===== src/rtl/raa_pkg.sv =====
`timescale 1ns / 1ps
// ----------------------------------------------------------------------------
// raa_pkg: shared types and codes for the rational accumulator
// Mode codes, status codes and the divider command and response structs.
// ----------------------------------------------------------------------------
package raa_pkg;

	localparam logic [2:0] MODE_LOAD = 3'd0;
	localparam logic [2:0] MODE_ADD  = 3'd1;
	localparam logic [2:0] MODE_SUB  = 3'd2;
	localparam logic [2:0] MODE_MUL  = 3'd3;
	localparam logic [2:0] MODE_DIV  = 3'd4;

	localparam logic [1:0] STAT_OK   = 2'd0;
	localparam logic [1:0] STAT_ZERO = 2'd1;
	localparam logic [1:0] STAT_OVF  = 2'd2;

	// unsigned 64-bit divider handshake
	typedef struct packed {
		logic        start;
		logic [63:0] dividend;
		logic [63:0] divisor;
	} div_cmd_t;

	typedef struct packed {
		logic        done;
		logic [63:0] quot;
		logic [63:0] rem;
	} div_rsp_t;

endpackage


===== src/rtl/raa_div.sv =====
`timescale 1ns / 1ps
// ----------------------------------------------------------------------------
// raa_div: shared restoring divider
// Unsigned 64 by 64 divide, one quotient bit a cycle.
// ----------------------------------------------------------------------------
module raa_div
	import raa_pkg::*;
(
	input  logic     clk,
	input  logic     arst_n,
	input  div_cmd_t cmd,
	output div_rsp_t rsp
);

	logic        busy_q;
	logic        done_q;
	logic [5:0]  cnt_q;
	logic [63:0] quo_q;
	logic [63:0] rem_q;
	logic [63:0] dvs_q;
	logic [64:0] trial;
	logic [64:0] diff;

	// one shift-subtract step
	assign trial = {rem_q, quo_q[63]};
	assign diff  = trial - {1'b0, dvs_q};

	always_ff @(posedge clk or negedge arst_n) begin
		if (!arst_n) begin
			busy_q <= 1'b0;
			cnt_q  <= '0;
			done_q <= 1'b0;
		end else begin
			done_q <= 1'b0;
			if (cmd.start) begin
				busy_q <= 1'b1;
				cnt_q  <= '0;
			end else if (busy_q) begin
				cnt_q <= cnt_q + 6'd1;
				if (cnt_q == 6'd63) begin
					busy_q <= 1'b0;
					done_q <= 1'b1;
				end
			end
		end
	end

	always_ff @(posedge clk) begin
		if (cmd.start) begin
			quo_q <= cmd.dividend;
			rem_q <= '0;
			dvs_q <= cmd.divisor;
		end else if (busy_q) begin
			if (!diff[64]) begin
				rem_q <= diff[63:0];
				quo_q <= {quo_q[62:0], 1'b1};
			end else begin
				rem_q <= trial[63:0];
				quo_q <= {quo_q[62:0], 1'b0};
			end
		end
	end

	assign rsp.done = done_q;
	assign rsp.quot = quo_q;
	assign rsp.rem  = rem_q;

endmodule

===== config.mk =====
export PLATFORM = sky130hd
export DESIGN_NAME = raa_div
export DESIGN_NICKNAME = d
export VERILOG_FILES = /design/src/rtl/raa_pkg.sv /design/src/rtl/raa_div.sv
export SDC_FILE = /design/constraint.sdc
export NUM_CORES = 1
export LEC_CHECK = 0
export BUFFER_PORTS_ARGS = -buffer_cell sky130_fd_sc_hd__buf_2
export CORE_MARGIN = 2
export CORE_UTILIZATION = 50
export CTS_CLUSTER_DIAMETER = 200
export DETAILED_ROUTE_END_ITERATION = 10
export GPL_TIMING_DRIVEN = 0
export PLACE_DENSITY = 0.77
export SLEW_MARGIN = 0
export SYNTH_ARGS = -nofsm -noshare
export SYNTH_HDL_FRONTEND = slang
export SYNTH_SLANG_ARGS = --single-unit

===== constraint.sdc =====
create_clock -name clk -period 3.3 [get_ports clk]
set_input_delay 0 -clock clk [delete_from_list [all_inputs] [get_ports clk]]
set_output_delay 0 -clock clk [all_outputs]
set_load 0.01 [all_outputs]

After elaboration in Yosys (flattened, before gate mapping). Cells that the tools add are included.

Register bits: 200. Word-level logic and storage cells: 22. Input port bits: 131.

Add/sub/neg operators: 2. Muxes and demuxes: 12. Reductions and logical operators: 1. Eq/ne operators: 1.

Operators with widths (count): 64-bit 2-to-1 mux (3); 65-bit by 64-bit subtractor with 65-bit output (1); 6-bit 2-to-1 mux (2); 1-bit 2-to-1 mux (7); 6-bit by 1-bit adder with 6-bit output (second input constant) (1); 6-bit equality test (second input constant) (1); 2-bit nonzero test (1).

Depth between registers and ports, before layout.
Depth in word-level cells: 4. Mapped depth: 16. Mapped depth without buffers: 14.

Least setup slack after synthesis. No wires, ideal clock.

Kind: register to register. From: register quo_q[63]. To: register rem_q[35]. Path buffers: 1. Cell stages (with the launch flop): 16. Period minus slack after synthesis: 3312 ps. Data required time: 3178 ps. Arrival time: 3191 ps. Setup slack: -12 ps. Path through: edfxtp_1 -> inv_1 -> ha_1 -> fa_1 -> nand2b_1 -> a21oi_1 -> o21ai_0 -> a211o_1 -> a21oi_2 -> nor3_2 -> o21ai_2 -> o21a_1 -> o211ai_4 -> buf_6 -> or3_1 -> o311a_1.

Cells in the longest elaborated chain, start to end: 2.

Ends and longest elaborated chain: from (decl) (line raa_div.sv:18) `logic [63:0] quo_q;`; from (signal assigned) (line raa_div.sv:50) `quo_q <= cmd.dividend;`; from (signal assigned) (line raa_div.sv:56) `quo_q <= {quo_q[62:0], 1'b1};`; from (signal assigned) (line raa_div.sv:59) `quo_q <= {quo_q[62:0], 1'b0};`; 65-bit by 64-bit subtractor with 65-bit output (line raa_div.sv:26) `assign diff = trial - {1'b0, dvs_q};`; 64-bit 2-to-1 mux (line raa_div.sv:54) `if (!diff[64]) begin`; to (signal assigned) (line raa_div.sv:55) `rem_q <= diff[63:0];`; to (signal assigned) (line raa_div.sv:58) `rem_q <= trial[63:0];`; to (decl) (line raa_div.sv:19) `logic [63:0] rem_q;`.

Every way passes these cells. A chain may end at the register's enable or synchronous reset.

Worst setup path in the final report.
From: register quo_q[63]. To: register rem_q[18].

Same word-level chain as after synthesis.

==> summary by stage <==
Status
The flow ran to the end, but the final reports show violations. The checks that failed: setup timing.

Timing
Setup repair after global routing could not meet its margin everywhere. The final-report max-slew violation count is 0. The maximum achievable frequency is 284 MHz.

Headroom to the max-slew limit came out at 0.373. The worst setup slack after layout is -0.221 ns. The final period utilization is 1.07.

Setup violations remaining at the end of the flow were counted as 65. The final worst clock skew is 0.0177 ns. The minimum clock period is 3.52 ns. The final count of hold timing violations is 0.

The slew at the pin with the worst max-slew slack is 0.941 ns.

Yosys
The synthesized area per cell is 10.3 sq um. Yosys attributes the largest share of cell area to sky130_fd_sc_hd__edfxtp_1 (33%), sky130_fd_sc_hd__dfxtp_1 (11%), sky130_fd_sc_hd__ha_1 (6.9%). The most instantiated library cell after synthesis is sky130_fd_sc_hd__edfxtp_1.

The netlist uses 65 different library cells. When the netlist entered floorplanning its net count stood at 1340. The synthesized design contains 200 register bits.

The most used flip-flop cell after synthesis is sky130_fd_sc_hd__edfxtp_1. The fraction of registers with async set/reset is 0.0400. The cell taking the most area after synthesis is sky130_fd_sc_hd__edfxtp_1. The synthesized design contains 128 enable-type register cells.

The cell area that synthesis handed to floorplanning was 11700 sq um. The sequential cell area fraction in the yosys report is 0.454. Yosys printed 0 warnings. Sorting the synthesized cells by how often they occur yields sky130_fd_sc_hd__edfxtp_1 (128), sky130_fd_sc_hd__nor2_1 (92), sky130_fd_sc_hd__inv_1 (81), sky130_fd_sc_hd__a21oi_1 (75), sky130_fd_sc_hd__nand2_1 (71). The gate count after technology mapping is 1143. Of the post-synthesis cell area, the dominant cell type holds 0.328.

Power and ir drop
For this design the total switching power over the nets is 5.56 mW. The internal power of the cells totals 8.03 mW. In this run the static leakage power is 7.28 nW. The power density over the cells is 829 nW/um^2. Of the total power, the share spent switching nets is 0.409.

The share of total power dissipated in the clock network is 0.161. The relative contribution of combinational cells to total power is 0.568. IR analysis of the VDD net gives a maximum drop of 0.417 mV.

The sequential group share of total power is 0.270.

Die
The starting density of the core is 0.504. The die is 157 um tall. The area inside the core boundary is 23300 sq um. 260 I/O pins were placed.

The area enclosed by the die boundary is 24700 sq um. In this run the horizontal extent of the chip is 157 um. The floorplan has 56 rows.

Critical path
Counting buffers and inverters, the worst setup path is 16 cells deep. The number of buffers and inverters on the critical path is 3. The critical path goes through inv_1 -> ha_2 -> fa_2 -> nand2b_4 -> a21oi_4 -> o21ai_4 -> a211o_1 -> a21oi_4 -> nor3_4 -> o21ai_2 -> o21a_1 -> o211ai_4 -> buf_12 -> buf_12 -> or3_1 -> o211a_1.

In this run the worst path has a maximum fanout of 7. The critical path endpoint category is a flip-flop. The arrival time at the worst endpoint is 3.86 ns. The largest stage delay on the critical path is 0.37 ns.

The worst setup path is launched from a flip-flop. For the worst flop-to-flop path, the logic depth is 16. The classification of the worst setup path is reg2reg.

Data on the critical path is required at its endpoint by 3.64 ns. The cell family with the largest share of critical-path delay is compound AO/OA/AOI/OAI gates. The critical path's slowest cell is sky130_fd_sc_hd__edfxtp_1.

Clock network
The clock passes through at most 2 buffers. The clock root buffer is sky130_fd_sc_hd__clkbuf_16. The CTS buffer count is 17. TritonCTS built the clock tree. The clock insertion delay at the later pin of the skew report is 0.46 ns. The clock tree synthesis step divided the H-tree into 4 levels. The clock-pin slew on the worst setup and hold paths is 0.09 ns. The TritonCTS sink count is 200.

Flow run
Max-cap violations in this run came to 0.

Route
The total routed wirelength is 36700 um. The total via count in the routed design is 10800. The first-pass iteration count of the detailed router is 5. In this run the remaining antenna-violating nets after routing total 0. The number of DRC violations after detailed routing is 0. The routed wirelength normalized by instance count is 19.1 um. The first-iteration detailed-routing DRC count is 716.

The routed via count divided by cell count is 5.62.

Placed design
Once detailed placement completed, the half-perimeter wirelength came to 24000 um. Counting tap cells, the placed design contains a total of 1722 instances. The count of input and output buffers is 259. The final weighted congestion in routability-driven placement is 0.916.

Finish
The number of nets at the end of the flow is 1781. The number of standard cells in the layout, taps in and fillers out is 1917. The area growth from synthesis to layout is 39.8%. Summing all flip-flop and latch instances after layout gives 5330 sq um.

Counting the fill cells in the layout gives 1705. The fraction of layout cells with a size suffix above 1 is 0.312. Summing all multi-input logic gate instances after layout gives 6330 sq um. Measured on the finished design, the core utilization comes to 0.705.

GRT
The number of global-route vias before repair came to 10700. Entering global routing, the biggest net connects 66 pins. The overall overflow remaining after global route is 0. The initial antenna violation count is 1. The first-pass GRT wire length is 55200 um.

In the global route stage, overall resource usage came out at 0.287.

Min path
The type of the tightest min-delay check is in2reg. Counting instances, the worst hold path has a depth of 1.
==> through the flow <==
stage / hold slack (ns) / area [sq um] / setup TNS [ns] / setup WS, ns / total power [mW]
after floorplan: -0.296 / 11700 / 0 / 0.00757 / 7.75
after global placement: -0.151 / 13400 / -110.64 / -1.31 / 9.20
after detailed placement: -0.145 / 13400 / -30.23 / -0.624 / 9.31
after CTS: 0.211 / 15800 / -4.33 / -0.149 / 12.6
after global routing: 0.240 / 16400 / -13.19 / -0.326 / 14.3
final: 0.190 / 16400 / -5.94 / -0.221 / 13.6
==> cells by family after synthesis <==
kind of cell | synth area share
buf+inv | 0.0503
mux | 0.0990
xor+xnor | 0.0463
compound gates | 0.164
flops | 0.454
fa+ha+maj | 0.0711
simple gates | 0.115
==> power groups by stage <==
stage	Clock [mW]	Sequential (mW)	Combinational, mW
finish	2.19	3.67	7.72
global route	2.30	3.72	8.27
CTS	2.20	3.64	6.75
detailed placement	0	3.68	5.63
global placement	0	3.67	5.53
floorplan	0	3.73	4.02
==> worst reg2reg max path, cell delays in order, from the launching register on <==
cell                       delay [ns]
sky130_fd_sc_hd__edfxtp_1        0.37
sky130_fd_sc_hd__inv_1           0.05
sky130_fd_sc_hd__ha_2            0.19
sky130_fd_sc_hd__fa_2            0.34
sky130_fd_sc_hd__nand2b_4        0.16
sky130_fd_sc_hd__a21oi_4         0.17
sky130_fd_sc_hd__o21ai_4         0.09
sky130_fd_sc_hd__a211o_1         0.34
sky130_fd_sc_hd__a21oi_4         0.26
sky130_fd_sc_hd__nor3_4          0.07
sky130_fd_sc_hd__o21ai_2         0.22
sky130_fd_sc_hd__o21a_1          0.24
sky130_fd_sc_hd__o211ai_4        0.12
sky130_fd_sc_hd__buf_12          0.20
sky130_fd_sc_hd__buf_12          0.14
sky130_fd_sc_hd__or3_1           0.31
sky130_fd_sc_hd__o211a_1         0.13
==> area by class of cell <==
| cell class | count | area share |
|---|---|---|
| antenna | 1 | 0.000153 |
| buffer | 54 | 0.0215 |
| clock buffer | 18 | 0.0262 |
| clock inverter | 14 | 0.0121 |
| inverter | 81 | 0.0186 |
| multi-input combinational | 804 | 0.386 |
| sequential | 200 | 0.325 |
| tap | 319 | 0.0244 |
| timing repair buffer | 426 | 0.186 |
==> flip-flops by register name (all words and copies together), names as in the netlist <==
signal  count
done_q      1
cnt_q       6
busy_q      1
quo_q      64
rem_q      64
dvs_q      64
==> routing by layer <==
layer / up-vias / part of all wire / GRT usage
li1: 5070 / - / -
met1: 5152 / 0.40 / 0.347
met2: 481 / 0.50 / 0.505
met3: 73 / 0.068 / 0.0633
met4: 0 / 0.029 / 0.103
met5: - / 0 / 0
==> final timing paths <==
kind,startpoint,end,slack [ns]
max,quo_q[63],rem_q[18],-0.22
min,cmd[128],dvs_q[4],0.19
max reg2reg,quo_q[63],rem_q[18],-0.22
min reg2reg,rem_q[21],rem_q[21],0.52
max in group asynchronous,arst_n,cnt_q[1],2.48
min in group asynchronous,arst_n,done_q,0.54
==> placed cells by master (no fill, tap or decap), types with 21 or more instances in the layout <==
master,n
sky130_fd_sc_hd__buf_4,26
sky130_fd_sc_hd__nor2_1,92
sky130_fd_sc_hd__clkbuf_1,39
sky130_fd_sc_hd__o21ai_0,35
sky130_fd_sc_hd__clkbuf_16,21
sky130_fd_sc_hd__edfxtp_1,128
sky130_fd_sc_hd__xor2_1,23
sky130_fd_sc_hd__mux2_2,63
sky130_fd_sc_hd__buf_2,261
sky130_fd_sc_hd__xnor2_1,36
sky130_fd_sc_hd__a211oi_1,34
sky130_fd_sc_hd__mux2i_1,35
sky130_fd_sc_hd__ha_1,58
sky130_fd_sc_hd__dfxtp_1,61
sky130_fd_sc_hd__nand2_1,70
sky130_fd_sc_hd__a21oi_1,71
sky130_fd_sc_hd__a21o_1,27
sky130_fd_sc_hd__nand3_1,24
sky130_fd_sc_hd__inv_1,80
sky130_fd_sc_hd__dlygate4sd3_1,130
==> what timing repair did <==
action | 4_1_cts | 5_1_grt
resized for setup | 50 | 78
pin swaps | 39 | 51
endpoints found under the hold margin | 136 | 0
gates cloned | 4 | 4
buffers inserted | 14 | 19
hold buffers | 130 | 0
setup endpoints to repair | 65 | 65
No activity file was read; power rests on OpenSTA's default activity.
